`src/rtl/plt_pkg.sv`:
```
// ----------------------------------------------------------------------------
// Piecewise linear table lookup - shared definitions
// Widths, codes and the controller/datapath command and status bundles.
// ----------------------------------------------------------------------------
package plt_pkg;

  // Default table depth
  localparam int MAX_POINTS_DEF = 64;

  // Field widths
  localparam int COORD_W = 16;
  localparam int VAL_W   = 32;
  localparam int IDX_W   = 6;
  localparam int CNT_W   = 7;

  // Interpolation arithmetic: 33 x 17 signed product, 48-bit magnitude
  localparam int DIFF_W = VAL_W + 1;
  localparam int PROD_W = DIFF_W + COORD_W;
  localparam int MAG_W  = PROD_W - 1;
  localparam int STEP_W = $clog2(MAG_W);

  // Configuration port
  localparam int APB_AW = 3;
  localparam int APB_DW = 32;
  localparam logic REG_POINT_COUNT = 1'b0;

  // Item commands
  localparam logic CMD_WRITE = 1'b0;
  localparam logic CMD_QUERY = 1'b1;

  // Result status codes
  localparam logic STS_OK       = 1'b0;
  localparam logic STS_NO_TABLE = 1'b1;

  // -1.0 in Q16.16, returned with no table loaded
  localparam logic [VAL_W-1:0] NO_TABLE_VALUE = 32'hFFFF_0000;

  // Controller to datapath
  typedef struct packed {
    logic wr_en;     // store the accepted write item
    logic load;      // latch the query point, clear search flags
    logic rd_en;     // read one table entry
    logic rd_first;  // that entry is entry 0
    logic eval;      // choose end, exact or interpolated case
    logic mul;       // form the product
    logic div_init;  // load the divider
    logic div_step;  // one quotient bit
    logic adjust;    // sign and add base value
    logic out_load;  // move the result to the output register
    logic no_table;  // result is the no-table answer
  } plt_cmd_t;

  // Datapath to controller
  typedef struct packed {
    logic interp;    // the query needs the division
    logic out_free;  // output register can take a result
  } plt_sts_t;

endpackage

```
`src/rtl/plt_ctrl.sv`:
```
// ----------------------------------------------------------------------------
// Piecewise linear table lookup - controller
// Sequences the table scan, the multiply, the divider and the output hand-off.
// ----------------------------------------------------------------------------
module plt_ctrl #(
  parameter int MAX_POINTS = plt_pkg::MAX_POINTS_DEF,
  parameter int AW         = $clog2(MAX_POINTS)
) (
  input  logic                      clk,
  input  logic                      rst_n,
  input  logic                      in_valid,
  output logic                      in_ready,
  input  logic                      in_command,
  input  logic [plt_pkg::CNT_W-1:0] point_count,
  output plt_pkg::plt_cmd_t         cmd,
  output logic [AW-1:0]             rd_addr,
  input  plt_pkg::plt_sts_t         sts
);
  import plt_pkg::*;

  localparam int N_W = $clog2(MAX_POINTS + 1);

  typedef enum logic [3:0] {
    S_IDLE, S_SCAN, S_DRAIN, S_EVAL, S_MUL, S_DINIT, S_DIV, S_ADJ, S_FIN
  } state_t;

  state_t            state_r;
  logic [AW-1:0]     addr_r;
  logic [AW-1:0]     last_r;
  logic [STEP_W-1:0] step_r;
  logic              no_table_r;
  logic [N_W-1:0]    n_cl;
  logic              accept;

  // Entries in use, a count above the depth counts as the depth
  always_comb begin
    if ({{(32-CNT_W){1'b0}}, point_count} > 32'(MAX_POINTS)) begin
      n_cl = N_W'(MAX_POINTS);
    end else begin
      n_cl = N_W'(point_count);
    end
  end

  assign in_ready = (state_r == S_IDLE);
  assign accept   = in_valid && in_ready;
  assign rd_addr  = addr_r;

  // Command decode
  always_comb begin
    cmd          = '0;
    cmd.wr_en    = accept && (in_command == CMD_WRITE);
    cmd.load     = accept && (in_command == CMD_QUERY);
    cmd.rd_en    = (state_r == S_SCAN);
    cmd.rd_first = (state_r == S_SCAN) && (addr_r == '0);
    cmd.eval     = (state_r == S_EVAL);
    cmd.mul      = (state_r == S_MUL) && sts.interp;
    cmd.div_init = (state_r == S_DINIT);
    cmd.div_step = (state_r == S_DIV);
    cmd.adjust   = (state_r == S_ADJ);
    cmd.out_load = (state_r == S_FIN) && sts.out_free;
    cmd.no_table = no_table_r;
  end

  // State and counters
  always_ff @(posedge clk) begin
    if (!rst_n) begin
      state_r    <= S_IDLE;
      addr_r     <= '0;
      last_r     <= '0;
      step_r     <= '0;
      no_table_r <= 1'b0;
    end else begin
      case (state_r)
        S_IDLE: begin
          if (accept && (in_command == CMD_QUERY)) begin
            addr_r <= '0;
            last_r <= AW'(n_cl - N_W'(1));
            if (n_cl == '0) begin
              no_table_r <= 1'b1;
              state_r    <= S_FIN;
            end else begin
              no_table_r <= 1'b0;
              state_r    <= S_SCAN;
            end
          end
        end
        S_SCAN: begin
          addr_r <= addr_r + AW'(1);
          if (addr_r == last_r) begin
            state_r <= S_DRAIN;
          end
        end
        S_DRAIN: state_r <= S_EVAL;
        S_EVAL:  state_r <= S_MUL;
        S_MUL: begin
          state_r <= sts.interp ? S_DINIT : S_FIN;
        end
        S_DINIT: begin
          step_r  <= '0;
          state_r <= S_DIV;
        end
        S_DIV: begin
          step_r <= step_r + STEP_W'(1);
          if (step_r == STEP_W'(MAG_W - 1)) begin
            state_r <= S_ADJ;
          end
        end
        S_ADJ: state_r <= S_FIN;
        S_FIN: begin
          if (sts.out_free) begin
            state_r <= S_IDLE;
          end
        end
        default: state_r <= S_IDLE;
      endcase
    end
  end

  // Scan never runs past the last entry in use
  a_scan_bound: assert property (@(posedge clk) disable iff (!rst_n)
    (state_r == S_SCAN) |-> (addr_r <= last_r))
    else $error("table scan beyond last entry");

  // A query on a loaded table starts a scan of entry 0
  a_query_scan: assert property (@(posedge clk) disable iff (!rst_n)
    (accept && (in_command == CMD_QUERY) && (n_cl != '0))
      |=> ((state_r == S_SCAN) && (addr_r == '0)))
    else $error("query did not start table scan");

  // Divider runs only for an interpolated query
  a_div_interp: assert property (@(posedge clk) disable iff (!rst_n)
    (state_r == S_DIV) |-> (sts.interp && !no_table_r))
    else $error("divider running without interpolation");

endmodule

```
`config.mk`:
```
export PLATFORM = sky130hd
export DESIGN_NAME = plt_ctrl
export DESIGN_NICKNAME = d
export VERILOG_FILES = /design/src/rtl/plt_pkg.sv /design/src/rtl/plt_ctrl.sv
export SDC_FILE = /design/constraint.sdc
export NUM_CORES = 1
export LEC_CHECK = 0
export ABC_AREA = 1
export BUFFER_PORTS_ARGS = -buffer_cell sky130_fd_sc_hd__clkbuf_2
export CAP_MARGIN = 20
export CORE_ASPECT_RATIO = 2
export CORE_UTILIZATION = 47
export CTS_BUF_LIST = sky130_fd_sc_hd__clkbuf_8
export CTS_CLUSTER_DIAMETER = 30
export CTS_CLUSTER_SIZE = 10
export DETAILED_ROUTE_END_ITERATION = 7
export PLACE_DENSITY_LB_ADDON = 0.1
export SYNTH_ARGS = -nofsm -noshare
export SYNTH_HDL_FRONTEND = slang
export SYNTH_SLANG_ARGS = --single-unit
```
`constraint.sdc`:
```
create_clock -name clk -period 1.4 [get_ports clk]
set_input_delay 0.07 -clock clk [delete_from_list [all_inputs] [get_ports clk]]
set_output_delay 0.07 -clock clk [all_outputs]
set_load 0.05 [all_outputs]
```
# Word level (Yosys, flattened, before mapping)
# Cells that the tools add are included.
dict set report classes {
  muxes 12
  n_bitwise 1
  n_reduce_logical 14
  addsub 3
  n_eq_ne 14
  order_cmp 1
}
# cell n
set op_table {}
lappend op_table {{4-bit case mux with 9 select lines} 1}
lappend op_table {{4-bit two-way mux} 6}
lappend op_table {{6-bit case mux with 2 select lines} 2}
lappend op_table {{4-bit by 3-bit == test with 1-bit output (second input constant)} 4}
lappend op_table {{6-bit by 1-bit adder with 6-bit output (second input constant)} 2}
lappend op_table {{4-bit by 2-bit == test with 1-bit output (second input constant)} 2}
lappend op_table {{7-bit greater-than comparator (second input constant)} 1}
lappend op_table {{7-bit logical NOT} 1}
lappend op_table {{7-bit two-way mux} 1}
lappend op_table {{6-bit == test} 1}
lappend op_table {{6-bit == test (second input constant)} 1}
lappend op_table {{1-bit logical AND} 6}
lappend op_table {{6-bit logical NOT} 1}
lappend op_table {{6-bit two-way mux} 1}
lappend op_table {{2-bit by 1-bit != test with 1-bit output (second input constant)} 3}
lappend op_table {{6-bit by 1-bit subtractor with 6-bit output (second input constant)} 1}
lappend op_table {{4-bit by 1-bit == test with 1-bit output (second input constant)} 1}
lappend op_table {{4-bit == test (second input constant)} 1}
lappend op_table {{4-bit logical NOT} 1}
lappend op_table {{2-bit AND reduction} 2}
lappend op_table {{4-bit AND reduction} 1}
lappend op_table {{2-bit nonzero test} 2}
lappend op_table {{2-bit != test (second input constant)} 1}
lappend op_table {{1-bit two-way mux} 1}
lappend op_table {{1-bit NOT} 1}
dict set report word_totals {
  reg_bits 23
  input_bits 13
  output_inout_bits 18
}

# Logic depth before layout (Yosys ltp)
# Gate-level depths: netlist (run 1).
dict set report depth {
  depth_word 6
  mapped_depth 12
}

# Worst setup path after synthesis (run 1)
# No wires, ideal clock.
dict set report synth_timing {
  path_kind {register -> output}
  from {register state_r[2]}
  to {output port cmd[7] (netlist bit)}
  setup_slack_ns -1.131
  required_time_ns 1.330
  path_stages_with_launch 6
  t_arrival_ns 2.461
  path_cell_list {dfxtp_1 inv_2 nand2_2 nor2_4 inv_1 nor4_1}
}
# item line_no
set synth_rtl {}
lappend synth_rtl {{start: declaration} plt_ctrl.sv:27} ;# state_t state_r;
lappend synth_rtl {{start signal: assignment} plt_ctrl.sv:96} ;# state_r <= sts.interp ? S_DINIT : S_FIN;
lappend synth_rtl {{end: declaration} plt_ctrl.sv:15} ;# output plt_pkg::plt_cmd_t cmd,

==> flow_summary.rst, run 1 <==
.. list-table::
   :header-rows: 1

   * - Metric
     - Value
   * - Maximum clock frequency
     - a little over 0.7 GHz
   * - Type of the worst setup path
     - flip-flop to output port
   * - H-Tree Level Count
     - 1
   * - Total core area
     - roughly 0.0028 mm^2
   * - Least-Margin Pin Slew
     - 0.419 ns
   * - Setup-failing EPs final
     - 2
   * - Critical Path End Type
     - output port
   * - Number of inserted diodes
     - 0
   * - Count of pins on the block boundary
     - 31
   * - Cell area after layout
     - around 0.0020 mm^2
   * - Die Wd
     - between 40 and 50 um
   * - Worst setup skew after layout
     - slightly above 0.002 ns
   * - Worst path required time
     - approximately 1.3 ns
   * - Outcome
     - complete, but fails checks
   * - Ratio of total power to cell area
     - approximately 1300 mW/mm^2
   * - Maximum vdd ir drop
     - 0.000748 V
   * - Final Worst Setup Slack
     - -0.0122 ns
   * - Vias post-DR
     - about 1600
   * - Root Buffer Master
     - sky130_fd_sc_hd__clkbuf_8
   * - Slew HR
     - ~70%
   * - Final cell count without fillers
     - around 280
   * - Share of the clock period used by the worst path
     - 101%
   * - Count of final max-slew check failures
     - 0
   * - Seq/Total Area, Yosys
     - roughly 33%
   * - Worst hold start
     - point_count[0]
   * - Wire length of the first global-routing pass
     - just under 6000 um
   * - CTS hold repair buffers
     - 0
   * - Total clock sinks
     - 23
   * - WL final
     - between 3000 and 4000 um
   * - Mean number of vias per cell
     - ~5.5
   * - Hold violation total from the final report
     - 0
   * - Drt first pass iters
     - 4
   * - Vertical die dimension
     - approximately 79 um
   * - Setup repair after global routing missed its margin
     - true
   * - Clock slew at the register clock pins of the worst setup and hold paths
     - 0.08 ns
   * - DP Cell Count
     - around 270
   * - Number of warnings issued by yosys
     - 0
   * - Number of storage elements in the synthesis netlist
     - 23
   * - Maximum Capacitance Violations
     - 0
   * - Worst slack at placement
     - -0.0265 ns
   * - Overall overflow remaining after global route
     - 0
   * - Share of post-route cells with drive strength above 1
     - 37.9%
   * - Largest net degree at the start of global routing
     - 14
   * - Largest fanout on the critical path
     - 6
   * - Routed length per instance
     - around 14 um
   * - TritonCTS clock tree
     - built
   * - Antenna violations before repair
     - 0
   * - Static leakage
     - around 0.90 nW
   * - DRC
     - 0
   * - Crit path from
     - state_r[0]
   * - Number of nets in the final layout
     - 272
   * - Initial core utilization
     - approximately 50%
   * - Overall fraction of global-route tracks in use
     - 25.3%
   * - Post-Syn Instances
     - roughly 200
   * - Detailed placement HPWL
     - 2890 um
   * - Number of DRC violations after detailed-routing iteration 0
     - 37
   * - Last weighted congestion value of the routability-driven placer
     - around 0.84
   * - Number of global-route vias before repair
     - about 1500
   * - Number of fill cells in the layout
     - 240
   * - Clock latency of the later-clocked register in the worst-skew pair
     - between 0.2 and 0.3 ns
   * - Layout area overhead
     - 41.0%
   * - Number of I/O port buffers
     - 30
   * - Average cell area after synthesis
     - between 6 and 7 um^2
   * - Post-Place Cell Area
     - between 0.0015 and 0.002 mm^2
   * - Type of the most critical hold path
     - primary input to flip-flop
   * - Area of the die
     - between 0.003 and 0.004 mm^2
   * - Failing checks
     - setup timing
   * - Worst flop-to-flop path startpoint
     - state_r[0]
   * - Post-synth design cell area
     - approximately 0.0014 mm^2
   * - ANT nets after route
     - 0
   * - Post-layout minimum cycle time
     - 1.41 ns
   * - Number of clock buffers inserted by TritonCTS
     - 3
   * - Number of nets in the synthesized netlist
     - between 200 and 250
   * - Num rows
     - 27
   * - Type of origin of the critical path
     - flip-flop
   * - Critical path arrival
     - between 1 and 1.5 ns
   * - Clock Path Buffers
     - 2
   * - Number of distinct library cells after synthesis
     - 30
Yosys cell counts (all sizes together):
cell    count  area (um^2)
a21oi      18         90.1
and3        2         12.5
a211oi      2         15.0
nor2       26          131
nor3        3         15.0
ha          5         62.6
o21bai      1         7.51
xnor2       2         17.5
dfxtp      23          460
xor2        5         43.8
nand2      45          171
nand3      16         92.6
buf         3         22.5
inv        28          105
o22ai       1         6.26
nor4        2         12.5
nand4       5         31.3
o21ai      14         70.1
clkbuf      1         3.75
clkinv      1         3.75
a31oi       2         12.5
or2         1         6.26
per-layer routing:
| metal | global-route usage (%) | share of wire [%] |
|---|---|---|
| met1 | 23.0 | 35 |
| met2 | 49.0 | 61 |
| met3 | 2.51 | 2.1 |
| met4 | 10.3 | 1.9 |
| met5 | 0 | 0 |
placed cells by master (no fill, tap or decap), drive strengths merged:
cell type / count
nand2: 45
clkbuf: 28
inv: 27
nor2: 26
dfxtp: 23
buf: 22
a21oi: 18
nand3: 16
o21ai: 14
xor2: 5
nand4: 5
ha: 5
nor3: 3
clkinv: 3
and3: 2
xnor2: 2
a31oi: 2
a211oi: 2
nor4: 2
or2: 1
o22ai: 1
o21bai: 1
logic make-up (layout without fill, tap and decap cells):
logic type / Yosys count / in the layout / share of synthesized area [%]
and+or+nand+nor: 100 / 100 / 33.9
AOI/OAI and AO/OA: 38 / 38 / 14.5
buffers and inverters: 33 / 80 / 9.69
DFF: 23 / 23 / 33.0
xor gates and xnor gates: 7 / 7 / 4.40
adders and majority gates: 5 / 5 / 4.49
area by class of cell:
| cell class | instances | area (um^2) | area share [%] |
|---|---|---|---|
| multi-input combinational | 150 | 922 | 46.9 |
| sequential | 23 | 485 | 24.7 |
| timing repair buffer | 47 | 344 | 17.5 |
| inverter | 29 | 131 | 6.68 |
| clock buffer | 3 | 41.3 | 2.10 |
| tap | 29 | 36.3 | 1.85 |
| clock inverter | 1 | 5.00 | 0.255 |
power breakdown:
group	leakage (nW)	switching (mW)	internal, mW
sequential	0.193	0.0649	0.734
combinational	0.686	0.851	0.514
clock	0.0255	0.203	0.198
total	0.905	1.12	1.45
per-stage QoR:
step | util (%) | hold WS (ns) | setup TNS (ns) | power, mW
final | 71.0 | 0.0462 | -0.0190 | 2.56
after global routing | 71.0 | 0.0606 | -0.352 | 2.71
after CTS | 67.9 | 0.0515 | -0.0278 | 2.47
after detailed placement | 60.6 | 0.333 | -0.0265 | 1.88
after global placement | 60.6 | 0.319 | 0 | 1.85
after floorplan | - | 0.170 | -0.455 | 1.66
worst paths after layout:
path	cells after the start	to	slack, ns
hold / removal	2	last_r[0]	0.05
setup reg to reg	9	state_r[1]	0.05
hold reg to reg	2	step_r[3]	0.48
setup / recovery	6	cmd[9]	-0.01
state kept, by name, summed over array words and instances (netlist names):
signal      count
step_r          6
no_table_r      1
state_r         4
rd_addr         6
last_r          6
worst max-delay path: stages (launching register included):
cell and delay [ns]:
sky130_fd_sc_hd__dfxtp_4 0.37, sky130_fd_sc_hd__nor2_4 0.14, sky130_fd_sc_hd__inv_4 0.06, sky130_fd_sc_hd__nor2_8 0.13
sky130_fd_sc_hd__nand3_4 0.13, sky130_fd_sc_hd__inv_8 0.10, sky130_fd_sc_hd__clkbuf_16 0.16
timing repair:
| item | CTS | global route |
|---|---|---|
| setup endpoints to repair | 8 | 14 |
| endpoints found under the hold margin | 0 | 0 |
| buffers inserted | 8 | 3 |
| pin swaps | 4 | 4 |
| resized for setup | 24 | 30 |
No activity file was read; power rests on OpenSTA's default activity.
==> inputs of run 2 (changes only) <==
--- a/config.mk
+++ b/config.mk
@@ -5,7 +5,6 @@
 export SDC_FILE = /design/constraint.sdc
 export NUM_CORES = 1
 export LEC_CHECK = 0
-export ABC_AREA = 1
 export BUFFER_PORTS_ARGS = -buffer_cell sky130_fd_sc_hd__clkbuf_2
 export CAP_MARGIN = 20
 export CORE_ASPECT_RATIO = 2
@@ -15,6 +14,7 @@
 export CTS_CLUSTER_SIZE = 10
 export DETAILED_ROUTE_END_ITERATION = 7
 export PLACE_DENSITY_LB_ADDON = 0.1
+export SKIP_CTS_REPAIR_TIMING = 1
 export SYNTH_ARGS = -nofsm -noshare
 export SYNTH_HDL_FRONTEND = slang
 export SYNTH_SLANG_ARGS = --single-unit
==> run 2 against run 1 <==
  * Critical path depth shrank 1
  * Register-to-register slack got worse by 0.15 ns
  * The run still ends with setup timing left
  * Utilization is 6.8 points higher
  * Largest power group unchanged
  * Final cell count fell by 8.9%
  * Synthesized cell count down 21%
  * Cell area is 9.5% higher
  * Fmax fell by 7.0%
  * Critical endpoint unchanged
  * Worst setup slack lost 0.11 ns
  * Flip-flop and latch count is the same
  * Combinational power increased by 4%
==> flow_summary.rst, run 2 <==
.. list-table::
   :header-rows: 1

   * - Metric
     - Value
   * - Number of inserted diodes
     - 0 (unchanged)
   * - Largest fanout on the critical path
     - 7 (+1)
   * - Failing checks
     - setup timing
   * - Internal Dissipation
     - 1.56 mW (+7.7%)
   * - Fin Hold WS
     - 0.138 ns (+0.0919 ns)
   * - Setup-failing EPs final
     - 17 (+15)
   * - Final Worst Setup Slack
     - -0.118 ns (-0.106 ns)
   * - Hold violation total from the final report
     - 0 (unchanged)
   * - Proportion of power drawn by combinational gates
     - 54.4% (+1.2 points)
   * - Root Buffer Master
     - sky130_fd_sc_hd__clkbuf_8
   * - Number of enable-type register cells in the synthesized netlist
     - 0 (unchanged)
   * - Mean number of vias per cell
     - 5.63 (+2.5%)
   * - Cell taking the most area after synthesis
     - sky130_fd_sc_hd__dfxtp_1
   * - Post-Place Cell Area
     - 0.00178 mm^2 (+6.2%)
   * - Average cell area after synthesis
     - 8.57 um^2 (+27%)
   * - Area share of the leading cell type in the synthesized netlist
     - 33.2% (+0.12 points)
   * - Routed length per instance
     - 15.0 um (+9.4%)
   * - Clock latency of the later-clocked register in the worst-skew pair
     - 0.26 ns (about the same)
   * - Number of storage elements in the synthesis netlist
     - 23 (unchanged)
   * - Critical path arrival
     - 1.45 ns (+0.11 ns)
   * - Least-Margin Pin Slew
     - 0.371 ns (-0.0480 ns)
   * - Drt first pass iters
     - 4 (unchanged)
   * - Overall overflow remaining after global route
     - 0 (unchanged)
   * - Sequential fraction of design power
     - 30.4% (-0.8 points)
   * - Post-Syn Instances
     - 162 (-21%)
   * - Largest net degree at the start of global routing
     - 24 (+10)
   * - H-Tree Level Count
     - 1 (unchanged)
   * - Number of distinct library cells after synthesis
     - 45 (+50%)
   * - Die Wd
     - 40.4 um (-0.16%)
   * - Type of the most critical hold path
     - primary input to flip-flop
   * - DRC
     - 0 (unchanged)
   * - Number of warnings issued by yosys
     - 0 (unchanged)
   * - Share of post-route cells with drive strength above 1
     - 48.2% (+10 points)
   * - Slew HR
     - 75.3% (+3.5 points)
   * - ANT nets after route
     - 0 (unchanged)
   * - Ratio of total power to cell area
     - 1210 mW/mm^2 (-7.3%)
   * - Post-synth design cell area
     - 0.00139 mm^2 (-0.36%)
   * - Static leakage
     - 0.995 nW (+10%)
   * - Share of power burned in the clock network
     - 15.2% (-0.4 points)
   * - Count of pins on the block boundary
     - 31 (unchanged)
   * - Number of nets in the synthesized netlist
     - 180 (-20%)
   * - Most used cells in the layout excluding fill and tap cells
     - sky130_fd_sc_hd__buf_4, sky130_fd_sc_hd__clkbuf_2, sky130_fd_sc_hd__nand2_1
   * - WL final
     - 3860 um (-0.31%)
   * - Type of origin of the critical path
     - flip-flop
   * - Vias post-DR
     - 1448 (-6.6%)
   * - Dominant combinational cell family by area after synthesis
     - simple AND/OR/NAND/NOR gates
   * - Number of global-route vias before repair
     - 1432 (-1.3%)
   * - Maximum Capacitance Violations
     - 0 (unchanged)
   * - Number of I/O port buffers
     - 30 (unchanged)
   * - Synth Area in Simple Gates
     - 33.4% (-0.51 points)
   * - Layout area overhead
     - 55.0%
   * - Worst path required time
     - 1.33 ns (about the same)
   * - Maximum clock frequency
     - 0.659 GHz (-7.0%)
   * - Cell area after layout
     - 0.00215 mm^2 (+9.5%)
   * - Vertical die dimension
     - 78.9 um (-0.18%)
   * - Area fraction in compound gates after synthesis
     - 17.8% (+3.4 points)
   * - Ranking of synthesized cells by instance count
     - sky130_fd_sc_hd__dfxtp_1, sky130_fd_sc_hd__nand2_1, sky130_fd_sc_hd__nor2_1
   * - Post-synthesis xor/xnor area fraction
     - 6.31% (+1.9 points)
   * - Worst slack at placement
     - -0.100 ns (-0.0740 ns)
   * - Count of final max-slew check failures
     - 0 (unchanged)
   * - Outcome
     - complete, but fails checks
   * - Total core area
     - 0.00277 mm^2 (unchanged)
   * - Initial core utilization
     - 50.1% (-0.18 points)
   * - Type of the worst setup path
     - flip-flop to output port
   * - Post-synth ARST share
     - 0% (unchanged)
   * - Post-layout minimum cycle time
     - 1.52 ns (+0.106 ns)
   * - Last weighted congestion value of the routability-driven placer
     - 0.736 (-13%)
   * - Final Total Pwr
     - 2.61 mW (+1.6%)
   * - Worst setup skew after layout
     - 0.00625 ns (+0.00422 ns)
   * - Mux share of post-synthesis cell area
     - 1.44% (+1.4 points)
   * - Maximum vdd ir drop
     - 0.00122 V (+63%)
   * - Wire length of the first global-routing pass
     - 5690 um (-2.7%)
   * - Switching power
     - 1.05 mW (-6.3%)
   * - Adder and majority gate portion of the synthesized area
     - 4.50% (+0.016 points)
   * - Critical Path End Type
     - output port
   * - Top_reg_cell synth
     - sky130_fd_sc_hd__dfxtp_1
   * - Number of DRC violations after detailed-routing iteration 0
     - 18 (-51%)
   * - Detailed placement HPWL
     - 2730 um (-5.5%)
   * - Clock Path Buffers
     - 2 (unchanged)
   * - Total clock sinks
     - 23 (unchanged)
   * - Clock slew at the register clock pins of the worst setup and hold paths
     - 0.08 ns (about the same)
   * - Switching power as a share of total power
     - 40.2% (-3.4 points)
   * - Top cells by area, synth
     - sky130_fd_sc_hd__dfxtp_1, sky130_fd_sc_hd__nand2_1, sky130_fd_sc_hd__ha_1
   * - Area of the die
     - 0.00319 mm^2 (-0.34%)
   * - TritonCTS clock tree
     - built
   * - Seq/Total Area, Yosys
     - 33.2% (+0.12 points)
   * - Most common cell after layout, fill and taps aside
     - sky130_fd_sc_hd__buf_4
   * - Number of nets in the final layout
     - 247 (-9.2%)
   * - Share of the clock period used by the worst path
     - 108% (+7.6 points)
   * - Overall fraction of global-route tracks in use
     - 24.1% (-1.1 points)
   * - Num rows
     - 27 (unchanged)
   * - Setup repair after global routing missed its margin
     - true
   * - Number of clock buffers inserted by TritonCTS
     - 3 (unchanged)
   * - Antenna violations before repair
     - 0 (unchanged)
[run 2: metrics by stage]
step | std cells | TNS [ns] | util [%]
after floorplan | 162 | -8.12 | -
after global placement | 243 | -0.440 | 64.3
after detailed placement | 243 | -0.935 | 64.3
after CTS | 247 | -3.20 | 65.9
after global routing | 257 | -2.46 | 77.7
final | 257 | -0.968 | 77.7
[run 2: logic make-up (layout without fill, tap and decap cells)]
family	after synthesis	count (layout)
AND/OR/NAND/NOR	78	78
buffers and inverters	10	76
XOR/XNOR	10	10
multiplexers	2	2
AO/OA/AOI/OAI	34	34
adder cells (fa/ha/maj)	5	5
flip-flops	23	23
[run 2: layout make-up]
class	instances	area (um^2)
clock inverter	1	3.75
clock buffer	3	41.3
timing repair buffer	65	542
sequential	23	474
fill	188	617
multi-input combinational	129	1010
inverter	7	46.3
tap	29	36.3
[run 2: final timing paths]
check                 start         end  slack, ns  depth (start not counted)
max              state_r[1]      cmd[9]      -0.12                          5
min          point_count[5]  no_table_r       0.14                          4
max reg2reg      state_r[1]   last_r[3]      -0.10                          6
min reg2reg      no_table_r  no_table_r       0.47                          2
[run 2: per-layer routing]
layer / part of all wire (%) / GRT usage, % / vias up
met4: 1.2 / 6.00 / 0
met2: 61 / 48.3 / 28
met5: 0 / 0 / -
met3: 2.5 / 3.35 / 4
met1: 35 / 21.9 / 711
li1: - / - / 705
[run 2: critical path, stage by stage, from the launching register on]
cell                      delay, ns
sky130_fd_sc_hd__dfxtp_2       0.36
sky130_fd_sc_hd__nor4_4        0.26
sky130_fd_sc_hd__buf_4         0.18
sky130_fd_sc_hd__nand3_4       0.14
sky130_fd_sc_hd__inv_8         0.11
sky130_fd_sc_hd__buf_8         0.14
[run 2: power by group through the flow]
stage | clock [mW] | sequential, mW | combinational, mW
global placement | 0 | 0.798 | 1.05
CTS | 0.404 | 0.785 | 1.08
global route | 0.433 | 0.798 | 1.51
finish | 0.397 | 0.791 | 1.42
detailed placement | 0 | 0.800 | 1.07
floorplan | 0 | 0.842 | 0.688
==> inputs of run 3 (changes only) <==
--- a/config.mk
+++ b/config.mk
@@ -7,8 +7,10 @@
 export LEC_CHECK = 0
 export BUFFER_PORTS_ARGS = -buffer_cell sky130_fd_sc_hd__clkbuf_2
 export CAP_MARGIN = 20
+export CELL_PAD_IN_SITES_DETAIL_PLACEMENT = 2
+export CELL_PAD_IN_SITES_GLOBAL_PLACEMENT = 2
 export CORE_ASPECT_RATIO = 2
-export CORE_UTILIZATION = 47
+export CORE_UTILIZATION = 33
 export CTS_BUF_LIST = sky130_fd_sc_hd__clkbuf_8
 export CTS_CLUSTER_DIAMETER = 30
 export CTS_CLUSTER_SIZE = 10
==> run 3 against run 2 <==
  * The run now fails in 5_1_grt
  * Area after synthesis unchanged
  * Synthesized cell count unchanged
==> flow_summary.rst, run 3 <==
.. list-table::
   :header-rows: 1

   * - Metric
     - Value
   * - Vertical die dimension
     - 93.7 um (+19%)
   * - Last weighted congestion value of the routability-driven placer
     - 0.811 (+10%)
   * - Count of pins on the block boundary
     - 31 (unchanged)
   * - Antenna violations before repair
     - 0
   * - Seq/Total Area, Yosys
     - 33.2% (unchanged)
   * - Top_reg_cell synth
     - sky130_fd_sc_hd__dfxtp_1
   * - Area share of the leading cell type in the synthesized netlist
     - 33.2% (unchanged)
   * - Endpoint pin with the least setup slack after global-route repair
     - cmd[7]
   * - Post-Syn Instances
     - 162 (unchanged)
   * - Die Wd
     - 47.9 um (+18%)
   * - Outcome
     - did not finish
   * - Initial core utilization
     - 34.3% (-16 points)
   * - Number of warnings issued by yosys
     - 0 (unchanged)
   * - Number of enable-type register cells in the synthesized netlist
     - 0 (unchanged)
   * - Number of I/O port buffers
     - 30 (unchanged)
   * - Num rows
     - 33 (+22%)
   * - Worst slack at placement
     - -0.173 ns (-0.0721 ns)
   * - Average cell area after synthesis
     - 8.57 um^2 (unchanged)
   * - Root Buffer Master
     - sky130_fd_sc_hd__clkbuf_8
   * - Worst-path end type
     - primary output
   * - Cell taking the most area after synthesis
     - sky130_fd_sc_hd__dfxtp_1
   * - Number of distinct library cells after synthesis
     - 45 (unchanged)
   * - Top cells by area, synth
     - sky130_fd_sc_hd__dfxtp_1, sky130_fd_sc_hd__nand2_1, sky130_fd_sc_hd__ha_1
   * - Detailed placement HPWL
     - 3800 um (+39%)
   * - Stop Error
     - [ERROR DPL-0033] detailed placement checks failed during check placement.
   * - Clock Path Buffers
     - 2 (unchanged)
   * - Ranking of synthesized cells by instance count
     - sky130_fd_sc_hd__dfxtp_1, sky130_fd_sc_hd__nand2_1, sky130_fd_sc_hd__nor2_1
   * - Post-synth design cell area
     - 0.00139 mm^2 (unchanged)
   * - Total clock sinks
     - 23 (unchanged)
   * - Largest net degree at the start of global routing
     - 24
   * - Post-synth ARST share
     - 0% (unchanged)
   * - Number of nets in the synthesized netlist
     - 180 (unchanged)
   * - Number of clock buffers inserted by TritonCTS
     - 3 (unchanged)
   * - Number of storage elements in the synthesis netlist
     - 23 (unchanged)
   * - H-Tree Level Count
     - 1 (unchanged)
   * - Last stage
     - 5_1_grt
## run 3: cell counts after synthesis
No cell type changed its count.
## run 3: logic make-up after synthesis
logic type	after synthesis	synth area share, %
flip-flops	23	33.2
buffers and inverters	10	3.33
adder cells (fa/ha/maj)	5	4.50
AND/OR/NAND/NOR	78	33.4
multiplexers	2	1.44
AO/OA/AOI/OAI	34	17.8
XOR/XNOR	10	6.31
## run 3: per-stage QoR
step,std cells,instance area [um^2]
3_3_place_gp,271,1860
3_5_place_dp,271,1860
4_1_cts,275,1910
2_1_floorplan,162,1420
==> inputs of run 4 (changes only) <==
==> config.mk (replaced) <==
export PLATFORM = sky130hd
export DESIGN_NAME = plt_ctrl
export DESIGN_NICKNAME = d
export VERILOG_FILES = /design/src/rtl/plt_pkg.sv /design/src/rtl/plt_ctrl.sv
export SDC_FILE = /design/constraint.sdc
export NUM_CORES = 1
export LEC_CHECK = 0
export BUFFER_PORTS_ARGS = -buffer_cell sky130_fd_sc_hd__clkbuf_2
export CAP_MARGIN = 20
export CORE_UTILIZATION = 32
export DETAILED_ROUTE_END_ITERATION = 7
export PLACE_DENSITY_LB_ADDON = 0.15
export SKIP_CTS_REPAIR_TIMING = 1
export SYNTH_ARGS = -nofsm -noshare
export SYNTH_HDL_FRONTEND = slang
export SYNTH_SLANG_ARGS = --single-unit
==> run 4 against run 3 <==
  * The flow now finishes, with violations (setup timing)
==> flow_summary.rst, run 4 (synthesis results as in run 2) <==
.. list-table::
   :header-rows: 1

   * - Metric
     - Value
   * - Outcome
     - complete, but fails checks
   * - Drt first pass iters
     - 4
   * - Share of power burned in the clock network
     - 15.7%
   * - Largest net degree at the start of global routing
     - 24
   * - Wire length of the first global-routing pass
     - a little under 6000 um
   * - Ratio of total power to cell area
     - 1250 mW/mm^2
   * - Detailed placement HPWL
     - 2740 um (-28%)
   * - Num rows
     - 23 (-30%)
   * - Area of the die
     - 0.00461 mm^2
   * - Layout area overhead
     - 59.1%
   * - WL final
     - approximately 3900 um
   * - Post-layout minimum cycle time
     - around 1.6 ns
   * - Switching power
     - about 1.1 mW
   * - Slew HR
     - between 70% and 80%
   * - Hold violation total from the final report
     - 0
   * - Worst setup skew after layout
     - about 0.0012 ns
   * - Last element of the critical path
     - cmd[10]
   * - Total clock sinks
     - 23 (unchanged)
   * - Antenna violations before repair
     - 0
   * - Setup-failing EPs final
     - 21
   * - Critical path arrival
     - 1.51 ns
   * - Type of origin of the critical path
     - flip-flop
   * - Critical Path End Type
     - output port
   * - Initial core utilization
     - 34.0% (-0.34 points)
   * - Core occupancy in the finished layout
     - 54.1%
   * - Most common cell after layout, fill and taps aside
     - sky130_fd_sc_hd__buf_4
   * - Overall fraction of global-route tracks in use
     - about 17%
   * - Last weighted congestion value of the routability-driven placer
     - 0.846 (+4.3%)
   * - H-Tree Level Count
     - 1 (unchanged)
   * - Setup TNS
     - -1.34 ns
   * - Mean number of vias per cell
     - 4.98
   * - R2r endpoint
     - last_r[0]
   * - Clock latency of the later-clocked register in the worst-skew pair
     - 0.27 ns
   * - Number of nets in the final layout
     - ~250
   * - Switching power as a share of total power
     - 40.7%
   * - Largest fanout on the critical path
     - 4
   * - Crit path from
     - state_r[1]
   * - Routed length per instance
     - ~14 um
   * - Worst path required time
     - between 1 and 1.5 ns
   * - Worst reg2reg path depth
     - 6
   * - DRC
     - 0
   * - Clock slew at the register clock pins of the worst setup and hold paths
     - about 0.090 ns
   * - Total core area
     - between 0.004 and 0.005 mm^2
   * - Count of final max-slew check failures
     - 0
   * - Count of pins on the block boundary
     - 31 (unchanged)
   * - Worst flop-to-flop path startpoint
     - state_r[1]
   * - Root Buffer Master
     - sky130_fd_sc_hd__clkbuf_8
   * - Flop2flop setup slack
     - -0.10 ns
   * - Type of the worst setup path
     - flip-flop to output port
   * - ANT nets after route
     - 0
   * - Setup repair after global routing missed its margin
     - true
   * - Maximum Capacitance Violations
     - 0
   * - Static leakage
     - roughly 1.0 nW
   * - Number of clock buffers inserted by TritonCTS
     - 3 (unchanged)
   * - Overall overflow remaining after global route
     - 0
   * - Least-Margin Pin Slew
     - 0.427 ns
   * - Number of inserted diodes
     - 0
   * - Number of DRC violations after detailed-routing iteration 0
     - 36
   * - Proportion of power drawn by combinational gates
     - about 56%
   * - Most used cells in the layout excluding fill and tap cells
     - sky130_fd_sc_hd__buf_4, sky130_fd_sc_hd__clkbuf_2, sky130_fd_sc_hd__nand2_1
   * - Number of I/O port buffers
     - 30 (unchanged)
   * - Vertical die dimension
     - 67.9 um (-28%)
   * - Final Worst Setup Slack
     - -0.183 ns
   * - Number of fill cells in the layout
     - around 380
   * - Worst hold start
     - point_count[5]
   * - Number of global-route vias before repair
     - between 1000 and 1500
   * - Failing checks
     - setup timing
   * - Type of the most critical hold path
     - primary input to flip-flop
   * - TritonCTS clock tree
     - built
   * - Vias post-DR
     - roughly 1400
   * - Share of the clock period used by the worst path
     - 113%
   * - Maximum clock frequency
     - ~0.63 GHz
   * - Share of post-route cells with drive strength above 1
     - about 53%
   * - Die Wd
     - 67.9 um (+42%)
   * - Sequential fraction of design power
     - approximately 29%
   * - Clock Path Buffers
     - 2 (unchanged)
   * - Internal Dissipation
     - about 1.6 mW
   * - Maximum vdd ir drop
     - 0.000650 V
==> run 4: per-stage QoR <==
stage	hold slack, ns	power (mW)	setup WS [ns]	std cells	area [um^2]
after global placement	0.410	1.85	-0.0449	265	1820
after CTS	0.132	2.30	-0.352	269	1860
after global routing	0.132	2.92	-0.237	280	2210
final	0.121	2.77	-0.183	280	2210
after detailed placement	0.420	1.87	-0.0876	265	1820
after floorplan	0.193	1.53	-0.558	162	1420
==> run 4: worst max-delay path, stage by stage (launching register included) <==
cell,delay (ns)
sky130_fd_sc_hd__dfxtp_4,0.37
sky130_fd_sc_hd__nor4_4,0.37
sky130_fd_sc_hd__buf_4,0.20
sky130_fd_sc_hd__nand2_4,0.05
sky130_fd_sc_hd__nor2_4,0.09
sky130_fd_sc_hd__buf_8,0.15
==> run 4: power groups by stage <==
stage / Sequential (mW) / Clock, mW / Combinational, mW
floorplan: 0.842 / 0 / 0.688
global placement: 0.801 / 0 / 1.05
detailed placement: 0.802 / 0 / 1.07
CTS: 0.787 / 0.438 / 1.08
global route: 0.804 / 0.479 / 1.63
finish: 0.797 / 0.434 / 1.53
==> run 4: layer usage <==
metal | GRT usage, % | part of all wire, % | vias up
li1 | - | - | 710
met2 | 31.6 | 54 | 20
met3 | 3.50 | 2.1 | 7
met4 | 3.91 | 1.3 | 0
met5 | 0 | 0 | -
met1 | 19.6 | 43 | 658
==> run 4: final cells by class <==
type	count	area, um^2	share of cell area, %
Multi-Input combinational cell	129	1030	46.4
Clock buffer	3	41.3	1.87
Tap cell	50	62.6	2.83
Timing Repair Buffer	67	549	24.9
Clock inverter	1	5.00	0.227
Sequential cell	23	482	21.8
Inverter	7	43.8	1.98
==> run 4: how the worst min path moves through the flow <==
stage	end	slack, ns	cells past startpoint
after floorplan	cmd[10]	0.19	1
after global placement	last_r[5]	0.41	3
after detailed placement	last_r[5]	0.42	3
after CTS	last_r[5]	0.13	3
after global routing	no_table_r	0.13	4
final	no_table_r	0.12	4
